<file path="src/rtl/hcd_pkg.sv">
package hcd_pkg;

  localparam int unsigned LengthBitsDef = 32;

  // "Content-Length:" is fifteen characters
  localparam int unsigned KeyLen = 15;
  localparam logic [3:0] KeyLast = 4'(KeyLen - 1);

  localparam logic [7:0] CharCr    = 8'h0d;
  localparam logic [7:0] CharLf    = 8'h0a;
  localparam logic [7:0] CharSpace = 8'h20;
  localparam logic [7:0] CharTab   = 8'h09;
  localparam logic [7:0] CharZero  = 8'h30;
  localparam logic [7:0] CharNine  = 8'h39;
  localparam logic [7:0] CharBigC  = 8'h43;

  // result fields: complete, header_end_seen, length_found, two 32-bit counts
  localparam int unsigned OutFieldBits = 3 + 32 + 32;
  localparam int unsigned OutDataBits  = ((OutFieldBits + 7) / 8) * 8;

  typedef enum logic [1:0] {
    PhSearch = 2'd0,
    PhBlanks = 2'd1,
    PhDigits = 2'd2,
    PhDone   = 2'd3
  } phase_e;

  function automatic logic [7:0] key_char(input logic [3:0] pos);
    logic [7:0] c;
    case (pos)
      4'd0:    c = 8'h43; // C
      4'd1:    c = 8'h6f; // o
      4'd2:    c = 8'h6e; // n
      4'd3:    c = 8'h74; // t
      4'd4:    c = 8'h65; // e
      4'd5:    c = 8'h6e; // n
      4'd6:    c = 8'h74; // t
      4'd7:    c = 8'h2d; // -
      4'd8:    c = 8'h4c; // L
      4'd9:    c = 8'h65; // e
      4'd10:   c = 8'h6e; // n
      4'd11:   c = 8'h67; // g
      4'd12:   c = 8'h74; // t
      4'd13:   c = 8'h68; // h
      4'd14:   c = 8'h3a; // :
      default: c = 8'h00;
    endcase
    return c;
  endfunction

endpackage

</file>
<file path="src/rtl/http_message_completeness_detector_top.sv">
// channel  | direction | tdata (low bit up)                          | tuser
// ---------+-----------+---------------------------------------------+-----------------
// s_axis   | in        | data_byte[7:0]                              | start_of_message
// m_axis   | out       | complete, header_end_seen, length_found,    | -
//          |           | declared_length[31:0], body_count[31:0], 0s |
//
// one byte per cycle sustained while the output is not stalled; a byte passes the input register,
// then the tracking logic, and its result is then registered in the result register
// rst_ni clears all tracking state; start_of_message clears it again before its byte
// a stalled output holds the result; the input register still takes one more byte
module http_message_completeness_detector_top #(
  parameter int unsigned LENGTH_BITS = hcd_pkg::LengthBitsDef
) (
  input  logic                             clk_i,
  input  logic                             rst_ni,
  input  logic                             s_axis_tvalid,
  output logic                             s_axis_tready,
  input  logic [7:0]                       s_axis_tdata,  // data_byte
  input  logic                             s_axis_tuser,  // start_of_message
  output logic                             m_axis_tvalid,
  input  logic                             m_axis_tready,
  // complete, header_end_seen, length_found, declared_length, body_count, zero fill
  output logic [hcd_pkg::OutDataBits-1:0] m_axis_tdata
);

  localparam logic [LENGTH_BITS-1:0] CountMax = {LENGTH_BITS{1'b1}};

  // input register
  logic       in_valid_q;
  logic [7:0] in_byte_q;
  logic       in_som_q;

  // tracking state
  hcd_pkg::phase_e    phase_q, phase_d, cur_phase;
  logic [3:0]         pos_q, pos_d, cur_pos;
  logic [LENGTH_BITS-1:0] val_q, val_d, cur_val;
  logic [1:0]         crlf_q, crlf_d, cur_crlf;
  logic               hdone_q, hdone_d, cur_hdone;
  logic [LENGTH_BITS-1:0] body_q, body_d, cur_body;

  // result register
  logic                            out_valid_q;
  logic [hcd_pkg::OutDataBits-1:0] out_data_q, out_data_d;

  logic                   advance;
  logic                   is_digit, is_blank;
  logic [3:0]             digit;
  logic [LENGTH_BITS+3:0] acc_wide;
  logic [LENGTH_BITS-1:0] acc_next;
  logic [3:0]             restart;
  logic                   found;
  logic [LENGTH_BITS-1:0] declared;
  logic                   complete;

  assign advance       = in_valid_q && (!out_valid_q || m_axis_tready);
  assign s_axis_tready = !in_valid_q || advance;
  assign m_axis_tvalid = out_valid_q;
  assign m_axis_tdata  = out_data_q;

  // start of message clears tracking before the byte is used
  always_comb begin
    if (in_som_q) begin
      cur_phase = hcd_pkg::PhSearch;
      cur_pos   = '0;
      cur_val   = '0;
      cur_crlf  = '0;
      cur_hdone = 1'b0;
      cur_body  = '0;
    end else begin
      cur_phase = phase_q;
      cur_pos   = pos_q;
      cur_val   = val_q;
      cur_crlf  = crlf_q;
      cur_hdone = hdone_q;
      cur_body  = body_q;
    end
  end

  assign is_digit = (in_byte_q >= hcd_pkg::CharZero) && (in_byte_q <= hcd_pkg::CharNine);
  assign is_blank = (in_byte_q == hcd_pkg::CharSpace) || (in_byte_q == hcd_pkg::CharTab);
  assign digit    = 4'(in_byte_q - hcd_pkg::CharZero);
  assign restart  = (in_byte_q == hcd_pkg::CharBigC) ? 4'd1 : 4'd0;

  // value * 10 + digit, saturating when the top bits spill over
  assign acc_wide = ({4'b0, cur_val} << 3) + ({4'b0, cur_val} << 1)
                  + (LENGTH_BITS+4)'(digit);
  assign acc_next = (acc_wide[LENGTH_BITS+3:LENGTH_BITS] != 4'd0)
                  ? CountMax : acc_wide[LENGTH_BITS-1:0];

  // next state of the length tracker, the header end search and the body count
  always_comb begin
    phase_d = cur_phase;
    pos_d   = cur_pos;
    val_d   = cur_val;
    crlf_d  = cur_crlf;
    hdone_d = cur_hdone;
    body_d  = cur_body;
    if (cur_hdone) begin
      if (cur_body != CountMax) begin
        body_d = cur_body + LENGTH_BITS'(1);
      end
    end else begin
      case (cur_phase)
        hcd_pkg::PhSearch: begin
          if (in_byte_q == hcd_pkg::key_char(cur_pos)) begin
            if (cur_pos == hcd_pkg::KeyLast) begin
              phase_d = hcd_pkg::PhBlanks;
              pos_d   = '0;
            end else begin
              pos_d = cur_pos + 4'd1;
            end
          end else begin
            pos_d = restart;
          end
        end
        hcd_pkg::PhBlanks: begin
          if (!is_blank) begin
            if (is_digit) begin
              phase_d = hcd_pkg::PhDigits;
              val_d   = LENGTH_BITS'(digit);
            end else begin
              phase_d = hcd_pkg::PhSearch;
              pos_d   = restart;
            end
          end
        end
        hcd_pkg::PhDigits: begin
          if (is_digit) begin
            val_d = acc_next;
          end else begin
            phase_d = hcd_pkg::PhDone;
          end
        end
        default: begin
        end
      endcase
      // cr lf cr lf: even steps want cr, odd steps want lf
      if (in_byte_q == (cur_crlf[0] ? hcd_pkg::CharLf : hcd_pkg::CharCr)) begin
        if (cur_crlf == 2'd3) begin
          hdone_d = 1'b1;
          crlf_d  = '0;
        end else begin
          crlf_d = cur_crlf + 2'd1;
        end
      end else begin
        crlf_d = (in_byte_q == hcd_pkg::CharCr) ? 2'd1 : 2'd0;
      end
    end
  end

  // result fields
  always_comb begin
    found      = (phase_d == hcd_pkg::PhDigits) || (phase_d == hcd_pkg::PhDone);
    declared   = found ? val_d : '0;
    complete   = hdone_d && (body_d == declared);
    out_data_d = '0;
    out_data_d[0]     = complete;
    out_data_d[1]     = hdone_d;
    out_data_d[2]     = found;
    out_data_d[34:3]  = 32'(declared);
    out_data_d[66:35] = 32'(body_d);
  end

  always_ff @(posedge clk_i or negedge rst_ni) begin
    if (!rst_ni) begin
      in_valid_q  <= 1'b0;
      out_valid_q <= 1'b0;
      phase_q     <= hcd_pkg::PhSearch;
      pos_q       <= '0;
      val_q       <= '0;
      crlf_q      <= '0;
      hdone_q     <= 1'b0;
      body_q      <= '0;
    end else begin
      if (s_axis_tready) begin
        in_valid_q <= s_axis_tvalid;
      end
      if (advance) begin
        out_valid_q <= 1'b1;
        phase_q     <= phase_d;
        pos_q       <= pos_d;
        val_q       <= val_d;
        crlf_q      <= crlf_d;
        hdone_q     <= hdone_d;
        body_q      <= body_d;
      end else if (m_axis_tready) begin
        out_valid_q <= 1'b0;
      end
    end
  end

  always_ff @(posedge clk_i) begin
    if (s_axis_tready && s_axis_tvalid) begin
      in_byte_q <= s_axis_tdata;
      in_som_q  <= s_axis_tuser;
    end
    if (advance) begin
      out_data_q <= out_data_d;
    end
  end

endmodule

</file>
<file path="config.mk">
export PLATFORM = sky130hd
export DESIGN_NAME = http_message_completeness_detector_top
export DESIGN_NICKNAME = d
export VERILOG_FILES = /design/src/rtl/hcd_pkg.sv /design/src/rtl/http_message_completeness_detector_top.sv
export SDC_FILE = /design/constraint.sdc
export NUM_CORES = 1
export LEC_CHECK = 0
export BUFFER_PORTS_ARGS = -buffer_cell sky130_fd_sc_hd__clkbuf_2
export CORE_MARGIN = 5
export CORE_UTILIZATION = 35
export CTS_CLUSTER_SIZE = 28
export DETAILED_ROUTE_END_ITERATION = 16
export PLACE_DENSITY = 0.59
export REMOVE_ABC_BUFFERS = 1
export SLEW_MARGIN = 20
export SYNTH_ARGS = -nofsm -noshare
export SYNTH_HDL_FRONTEND = slang
export SYNTH_SLANG_ARGS = --single-unit
</file>
<file path="constraint.sdc">
create_clock -name clk_i -period 7.8 [get_ports clk_i]
set_clock_uncertainty 0.15 [all_clocks]
set_input_delay 1.56 -clock clk_i [delete_from_list [all_inputs] [get_ports clk_i]]
set_output_delay 1.56 -clock clk_i [all_outputs]
set_load 0.01 [all_outputs]
</file>
==> flow_metrics.tcl, run 1 <==
set metrics [dict create \
    status "finished clean" \
    initial_core_util_pct 35.5 \
    syn_area_um2 11600 \
    yosys_warnings 0 \
    first_pass_iters 5 \
    syn_area_per_cell_um2 8.33 \
    utilization_pct 40.3 \
    power_per_cell_area_nw_per_um2 148 \
    routedWlPerCell_um 20.6 \
    drive_gt1_share_pct 11.7 \
    path_max_fanout 31 \
    viasPerCell 5.75 \
    numCtsBuffers 17 \
    cts_setup_buffers 0 \
    insertion_delay_ns 0.44 \
    period_needed_ns 6.83 \
    grtUsageTotal_pct 21.2 \
    setup_tns_ns 0 \
    crit_type "reg2reg" \
    dieArea_um2 36800 \
    fin_crit_sh_pct 87.6 \
    yosysUniqueCellTypes 90 \
    ant_nets 0 \
    p_leak_nw 5.63 \
    cts_sinks 151 \
    cts_hold_buf 0 \
    rows 66 \
    synth_edf_count 76 \
    max_slew.worst_pin.slew_ns 1.07 \
    cap_violations 0 \
    portBuffers 81 \
    synth-seq-cells 151 \
    grt_pass1_wl_mm 61.0 \
    grt_pass1_vias 10449 \
    drc_errors 0 \
    num-fill-cells 3306 \
    cp.required_ns 7.90 \
    place_congestion 0.977 \
    synthCells 1388 \
    gr-total-overflow 0 \
    io_pins 87 \
    cts_tree "yes" \
    endpoint_kind "flop" \
    nets 1532 \
    crit_arrival_ns 6.92 \
    dieWidth_um 192 \
    drt_first_iter_violations 1096 \
    finalSetupViolCount 0 \
    antenna_found_initial 1 \
    dp_hpwl_mm 29.5 \
    yosys-top-cells-area "edfxtp_1 (20%), dfrtp_1 (16%), ha_1 (7.9%)" \
    clk_pin_slew_ns 0.07 \
    ys_seq_area_share_pct 36.0 \
    htree_levels 4 \
    hp-class "reg2reg" \
    rsz0062_at_grt "no" \
    cts_buffer_depth 2 \
    holdWs_ns 0.330 \
    netlist.area_leader.share_pct 19.7 \
    core_um2 32500 \
    area_growth_pct 13.5 \
    crit_path_start_kind "flop" \
    drv_slew 0 \
    fmax_mhz 146 \
    async_flop_share_pct 49.7 \
    cts_resized 0 \
    cts-root-buf "clkbuf_16" \
    via_count 10919 \
    slew_headroom_pct 28.1 \
    die_y_um 192 \
    drt_wl_total_mm 39.1 \
    vdd_ir_drop_max_mv 0.150 \
    diodes 0 \
    grt_max_degree 92 \
    synth_ff_type "edfxtp_1" \
    yosys.area.top_type "edfxtp_1" \
    hold_violations 0 \
]
==> through the flow <==
step / cell area (µm²) / total power, mW / cells / setup WS, ns
floorplan: 11200 / 0.962 / 1314 / 1.08
global placement: 12400 / 1.03 / 1867 / 1.11
detailed placement: 12400 / 1.03 / 1867 / 1.15
CTS: 13100 / 1.95 / 1899 / 1.11
global route: 13100 / 2.00 / 1900 / 0.541
finish: 13100 / 1.94 / 1900 / 0.971
==> per-layer routing <==
metal	part of all wire [%]	GRT usage (%)	up-vias
li1	-	-	5152
met4	3.0	6.93	2
met5	0.087	0	-
met1	45	30.3	5233
met3	7.9	4.31	78
met2	44	32.1	454
==> Yosys cell counts (22+ instances only) <==
library cell / n
nand3_1: 34
ha_1: 73
o21ai_0: 106
a21oi_1: 99
inv_1: 46
nand2_1: 236
nor2_1: 110
dfrtp_1: 75
nor3_1: 28
xnor2_1: 38
nor2b_1: 36
clkbuf_1: 54
xor2_1: 29
edfxtp_1: 76
nand4_1: 22
==> final cells by class <==
class	count	area, µm²	share of cell area [%]
clock inverters	15	230	1.76
flip-flops and latches	151	4160	31.7
repair buffers	112	661	5.04
clock buffers	17	425	3.24
inverters	49	186	1.42
well taps	442	553	4.22
multi-input cells	1114	6900	52.6
==> power breakdown <==
part | total (mW) | switching (mW) | internal, mW
Combinational | 0.129 | 0.0930 | 0.0358
Sequential | 0.884 | 0.0172 | 0.867
Clock | 0.929 | 0.379 | 0.551
Total | 1.94 | 0.489 | 1.45
==> sequential cells by signal, indices dropped and copies added (netlist names), 2 cells and up <==
signal        count
m_axis_tdata     67
body_q           32
val_q            32
in_byte_q         8
pos_q             4
crlf_q            2
phase_q           2
==> cells by family (layout without fill, tap and decap cells) <==
group / count (synthesis) / after routing / share of synthesized area, %
and+or+nand+nor: 580 / 580 / 24.3
AOI/OAI and AO/OA: 384 / 384 / 21.7
DFF: 151 / 151 / 36.0
buffers and inverters: 127 / 193 / 4.48
adders and majority gates: 74 / 74 / 8.08
xor gates and xnor gates: 68 / 68 / 5.22
muxes: 3 / 3 / 0.271
other: 1 / 5 / 0.0324
==> worst max-delay path, cell delays in order, from the launching register on <==
cell       delay, ns
edfxtp_1        0.63
buf_4           0.44
nor2_1          0.19
ha_1            0.31
ha_1            0.20
inv_1           0.07
fa_1            0.39
nand2b_1        0.18
a21oi_1         0.30
o21ai_1         0.23
o311ai_1        0.70
o21ai_1         0.27
xnor2_2         0.19
buf_4           0.19
or2_1           0.35
o21ai_0         0.50
a31oi_1         0.22
mux2_2          0.31
a32oi_1         0.34
nand4_1         0.21
a2111oi_2       0.25
==> worst paths after layout <==
path | start | endpoint | slack, ns | cells after the start
setup / recovery | in_som_q$_DFFE_PP_ | m_axis_tdata[0]$_DFFE_PP_ | 0.97 | 20
hold / removal | crlf_q[0]$_DFFE_PN0P_ | crlf_q[0]$_DFFE_PN0P_ | 0.33 | 2
setup reg to reg | in_som_q$_DFFE_PP_ | m_axis_tdata[0]$_DFFE_PP_ | 0.97 | 20
hold reg to reg | crlf_q[0]$_DFFE_PN0P_ | crlf_q[0]$_DFFE_PN0P_ | 0.33 | 2
max in group asynchronous | rst_ni | val_q[24]$_DFFE_PN0P_ | 5.84 | 3
min in group asynchronous | rst_ni | crlf_q[1]$_DFFE_PN0P_ | 0.77 | 1
==> placed cells by master (no fill, tap or decap), drive strengths merged, types with 9 or more instances in the layout <==
master  count
nor4       12
o21bai     13
or2        11
o22ai       9
a211oi     11
clkbuf     97
nor2      110
nor3       29
nand2b     14
o21ai     110
nand3      34
xnor2      39
nand2     236
a22oi      11
and3       12
xor2       29
a31oi      14
nor2b      36
edfxtp     76
nand4      23
buf        32
dfrtp      75
o31ai      11
a21oi     100
inv        56
or3        12
and2       12
ha         73
a21o       14
Power figures use the tool's default switching activity.
==> run 2, diff against run 1 <==
ABC_AREA = 1   (was unset)
==> flow_metrics.tcl, run 2 <==
set metrics [dict create \
    nets 2025 \
    finalSetupViolCount 0 \
    cap_violations 0 \
    portBuffers 81 \
    cts_buffer_depth 2 \
    grt_max_degree 77 \
    cts_tree "yes" \
    cts_resized 0 \
    syn_area_per_cell_um2 6.65 \
    crit_slowest_cell "inv_4" \
    yosys-top-cells-area "nand2_1 (19%), edfxtp_1 (18%), dfrtp_1 (15%)" \
    rsz0062_at_grt "no" \
    p_leak_nw 7.38 \
    synthAdderAreaFrac_pct 7.45 \
    path_max_fanout 58 \
    slew_headroom_pct 28.7 \
    synth_commonest_cells "nand2_1 (626), inv_1 (281), nor2_1 (163), nand3_1 (148), a21oi_1 (79)" \
    grt_pass1_vias 11711 \
    synth_ff_type "edfxtp_1" \
    synth_edf_count 76 \
    holdWs_ns 0.334 \
    cts-root-buf "clkbuf_16" \
    crit_type "reg2reg" \
    via_count 12498 \
    vdd_ir_drop_max_mv 0.179 \
    yosysMostFrequentCell "nand2_1" \
    status "finished clean" \
    ant_nets 0 \
    die_y_um 199 \
    synth-seq-cells 151 \
    power_per_cell_area_nw_per_um2 249 \
    crit_path_start_kind "flop" \
    synthCells 1884 \
    syn_area_um2 12500 \
    hold_violations 0 \
    max_slew.worst_pin.slew_ns 1.06 \
    cts_setup_buffers 0 \
    gr-total-overflow 0 \
    drc_errors 0 \
    num-fill-cells 3750 \
    path_buf_inv 7 \
    async_flop_share_pct 49.7 \
    diodes 0 \
    drt_first_iter_violations 1300 \
    period_needed_ns 5.61 \
    dieWidth_um 199 \
    grtUsageTotal_pct 20.6 \
    insertion_delay_ns 0.45 \
    ys_seq_area_share_pct 33.2 \
    first_pass_iters 6 \
    layout_commonest_cell "nand2_1" \
    fmax_mhz 178 \
    crit_arrival_ns 5.68 \
    endpoint_kind "flop" \
    yosysUniqueCellTypes 50 \
    hp-class "reg2reg" \
    area_growth_pct 10.7 \
    drv_slew 0 \
    netlist.area_leader.share_pct 18.7 \
    synth_top_family_by_area "simple AND/OR/NAND/NOR gates" \
    rows 69 \
    critPathMaxStageDelay_ns 0.62 \
    cts_hold_buf 0 \
    place_congestion 0.993 \
    numCtsBuffers 17 \
    htree_levels 4 \
    synth-xor-area-share_pct 2.15 \
    core_um2 35500 \
    drt_wl_total_mm 41.2 \
    dp_hpwl_mm 31.6 \
    io_pins 87 \
    setup_tns_ns 0 \
    drive_gt1_share_pct 9.17 \
    viasPerCell 5.18 \
    routedWlPerCell_um 17.1 \
    fin_crit_sh_pct 72.0 \
    initial_core_util_pct 35.3 \
    critical-path-top-delay-family "simple AND/OR/NAND/NOR gates" \
    clk_pin_slew_ns 0.07 \
    yosys_warnings 0 \
    yosys.area_share.simple_pct 36.0 \
    largest_reg_flops 67 \
    muxShareOfSynthArea_pct 0 \
    synth_compound_area_share_pct 9.73 \
    dieArea_um2 39700 \
    grt_pass1_wl_mm 64.7 \
    final_cell_mix "nand2_1 (625), inv_1 (278), nor2_1 (162)" \
    cpMostUsedCell "nand2_1" \
    cp.required_ns 7.87 \
    cts_sinks 151 \
    yosys.area.top_type "nand2_1" \
    antenna_found_initial 0 \
]
-- run 2: changes by cell type after synthesis, sizes merged, moves of 20 or more --
cell,delta
nand4,+28
inv,+238
nand2,+403
nor2b,-36
o21ai,-40
nor2,+60
nand3,+116
xnor2,-33
a21oi,-20
clkbuf,-24
-- run 2: cell type report --
type | instances | area (µm²) | share of cell area (%)
Tap cell | 461 | 577 | 4.16
Clock buffer | 18 | 429 | 3.09
Inverter | 287 | 1080 | 7.80
Sequential cell | 151 | 4160 | 30.0
Clock inverter | 14 | 141 | 1.02
Multi-Input combinational cell | 1385 | 6960 | 50.2
Timing Repair Buffer | 96 | 520 | 3.75
-- run 2: worst paths after layout --
kind / slack, ns / endpoint / cells past startpoint / from
setup / recovery: 2.19 / m_axis_tdata[0]$_DFFE_PP_ / 29 / in_som_q$_DFFE_PP_
hold / removal: 0.33 / val_q[18]$_DFFE_PN0P_ / 2 / val_q[18]$_DFFE_PN0P_
setup reg to reg: 2.19 / m_axis_tdata[0]$_DFFE_PP_ / 29 / in_som_q$_DFFE_PP_
hold reg to reg: 0.33 / val_q[18]$_DFFE_PN0P_ / 2 / val_q[18]$_DFFE_PN0P_
max in group asynchronous: 5.55 / body_q[21]$_DFFE_PN0P_ / 2 / rst_ni
min in group asynchronous: 0.83 / body_q[0]$_DFFE_PN0P_ / 1 / rst_ni
-- run 2: cells by family after synthesis --
family | after synthesis
compound gates | 214
xor+xnor | 29
fa+ha+maj | 74
buf+inv | 352
flops | 151
other cells | 1
simple gates | 1063
-- run 2: metrics by stage --
stage | util (%) | instance area (µm²) | power [mW] | instances | setup slack [ns]
after global placement | 37.5 | 13300 | 2.61 | 2380 | 2.38
after detailed placement | 37.5 | 13300 | 2.63 | 2380 | 2.31
after global routing | 39.1 | 13900 | 3.69 | 2412 | 1.80
after floorplan | - | 12200 | 2.12 | 1823 | 1.89
final | 39.1 | 13900 | 3.46 | 2412 | 2.19
after CTS | 39.1 | 13900 | 3.45 | 2412 | 2.26
-- run 2: worst min-delay path, stage by stage, from the launching register on --
cell     delay, ns
dfrtp_1       0.34
nand2_1       0.05
nand2_1       0.06
-- run 2: power breakdown --
part / switching, mW / internal, mW
clock network: 0.377 / 0.447
registers: 0.0805 / 1.01
logic: 1.10 / 0.444
-- run 2: per-layer routing --
layer  wire (µm)  vias up  track usage [%]
met5           0        -                0
met4        1290        0             7.27
met3        2760       80             2.09
met2       18900      523             33.4
met1       18300     5720             28.8
li1            -     6175                -
==> run 3, diff against run 2 <==
ABC_AREA = 0   (was 1)
PLACE_DENSITY = 0.61   (was 0.59)
clock period = 4.6 ns   (was 7.8 ns; I/O delays follow)
==> flow_metrics.tcl, run 3 (synthesis results as in run 1) <==
set metrics [dict create \
    status "finished with violations" \
    violations "negative setup slack" \
    rows 66 \
    insertion_delay_ns 0.45 \
    postLayoutCellArea_um2 17000 \
    hp-class "reg2reg" \
    place_congestion 1.03 \
    layout_commonest_cell "buf_4" \
    max_slew.worst_pin.slew_ns 0.907 \
    routedWlPerCell_um 20.8 \
    fin_crit_sh_pct 112 \
    crit_path_start_kind "flop" \
    fmax_mhz 194 \
    initial_core_util_pct 35.5 \
    setup_slack_ns -0.547 \
    largest_reg_flops 67 \
    grtUsageTotal_pct 24.8 \
    setup_tns_ns -0.547 \
    crit_arrival_ns 5.25 \
    area_growth_pct 47.0 \
    drt_wl_total_mm 47.0 \
    utilization_pct 52.2 \
    worst_hold_path.endpoint "crlf_q[1]$_DFFE_PN0P_" \
    numCtsBuffers 17 \
    hold_start "crlf_q[1]$_DFFE_PN0P_" \
    viasPerCell 5.55 \
    ant_nets 0 \
    dieArea_um2 36800 \
    dp_hpwl_mm 35.3 \
    cts_tree "yes" \
    power_per_cell_area_nw_per_um2 192 \
    cts_sinks 151 \
    diodes 0 \
    antenna_found_initial 0 \
    dpl_cell_area_um2 14900 \
    cts_hold_buf 0 \
    hold_violations 0 \
    p_total_mw 3.26 \
    first_pass_iters 5 \
    period_needed_ns 5.15 \
    rsz0062_at_grt "yes" \
    cts-root-buf "clkbuf_16" \
    htree_levels 4 \
    slew_headroom_pct 38.0 \
    core_um2 32500 \
    drc_errors 0 \
    vdd_ir_drop_max_mv 0.286 \
    nets 1888 \
    io_pins 87 \
    drive_gt1_share_pct 36.9 \
    via_count 12527 \
    drt_first_iter_violations 1065 \
    r2r_cells 21 \
    die_y_um 192 \
    timing.reg2reg.setup_slack_ns -0.55 \
    path_max_fanout 7 \
    cts_buffer_depth 2 \
    clk_pin_slew_ns 0.08 \
    finalSetupViolCount 1 \
    cp.required_ns 4.70 \
    r2r-end "m_axis_tdata[0]$_DFFE_PP_" \
    drv_slew 0 \
    final_cell_mix "buf_4 (368), nand2_1 (230), nor2_1 (103)" \
    portBuffers 81 \
    p_leak_nw 7.50 \
    grt_pass1_wl_mm 70.6 \
    dieWidth_um 192 \
    whs_path_depth 2 \
    cap_violations 0 \
    grt_pass1_vias 12220 \
    rr_startpoint "in_som_q$_DFFE_PP_" \
    crit_type "reg2reg" \
    gr-total-overflow 0 \
    grt_max_degree 60 \
    endpoint_kind "flop" \
]
run 3: changes by cell type in the layout (fill, tap and decap cells not counted), sizes merged, moves of 17 or more:
cell / delta
a31oi: -17
nand4: -28
nor2b: +36
o21ai: +40
inv: -233
a21oi: +20
buf: +369
nor2: -60
nand3: -116
nand2: -403
xnor2: +33
run 3: where the power goes:
part,switching (mW),internal (mW),leakage [nW]
logic,0.198,0.102,5.39
clock network,0.652,0.825,0.301
registers,0.0169,1.47,1.80
total,0.867,2.40,7.50
run 3: what timing repair did:
item	in CTS	in global routing
buffers inserted	22	12
pin swaps	43	42
endpoints found under the setup margin	57	27
gates cloned	2	2
resized for setup	140	68
run 3: worst max path at each step:
stage                           endpoint                from  cells after the start
2_1_floorplan  m_axis_tdata[0]$_DFFE_PP_  in_som_q$_DFFE_PP_                     18
3_3_place_gp   m_axis_tdata[0]$_DFFE_PP_  in_som_q$_DFFE_PP_                     21
3_5_place_dp   m_axis_tdata[0]$_DFFE_PP_  in_som_q$_DFFE_PP_                     18
4_1_cts        m_axis_tdata[0]$_DFFE_PP_  in_som_q$_DFFE_PP_                     21
5_1_grt        m_axis_tdata[0]$_DFFE_PP_  in_som_q$_DFFE_PP_                     21
6_report       m_axis_tdata[0]$_DFFE_PP_  in_som_q$_DFFE_PP_                     21
run 3: per-stage QoR:
step | hold WS, ns | std cells | setup WS, ns
after CTS | 0.315 | 2244 | -0.465
after floorplan | 0.281 | 1314 | -2.12
after global routing | 0.347 | 2256 | -0.701
after detailed placement | 0.301 | 2189 | -1.18
final | 0.312 | 2256 | -0.547
after global placement | 0.299 | 2189 | -1.12
run 3: layout make-up:
cell class	count	area, µm²
Fill cell	3067	15600
Multi-Input combinational cell	1114	7940
Sequential cell	151	4160
Timing Repair Buffer	468	3530
Tap cell	442	553
Clock buffer	17	425
Inverter	49	194
Clock inverter	15	180
run 3: routing by layer:
layer | vias to the layer above | GRT usage (%) | share of wire, %
li1 | 5871 | - | -
met1 | 6032 | 33.5 | 43
met2 | 527 | 39.8 | 46
met3 | 97 | 5.36 | 7.7
met4 | 0 | 7.87 | 3.5
met5 | - | 0 | 0
run 3: critical path: stages, from the launching register on:
cell and delay, ns:
edfxtp_1 0.39, buf_8 0.17, inv_4 0.08, bufbuf_16 0.28, nand2_4 0.08, inv_4 0.09, ha_1 0.26, ha_4 0.31
nand4_1 0.12, or3_4 0.43, o311ai_4 0.38, o21ai_2 0.11, xnor2_2 0.17, or2_1 0.27, buf_12 0.15, buf_4 0.16
o31ai_4 0.27, xor2_1 0.19, nand4b_1 0.14, a311oi_1 0.28, nand4_1 0.15, a2111oi_2 0.30
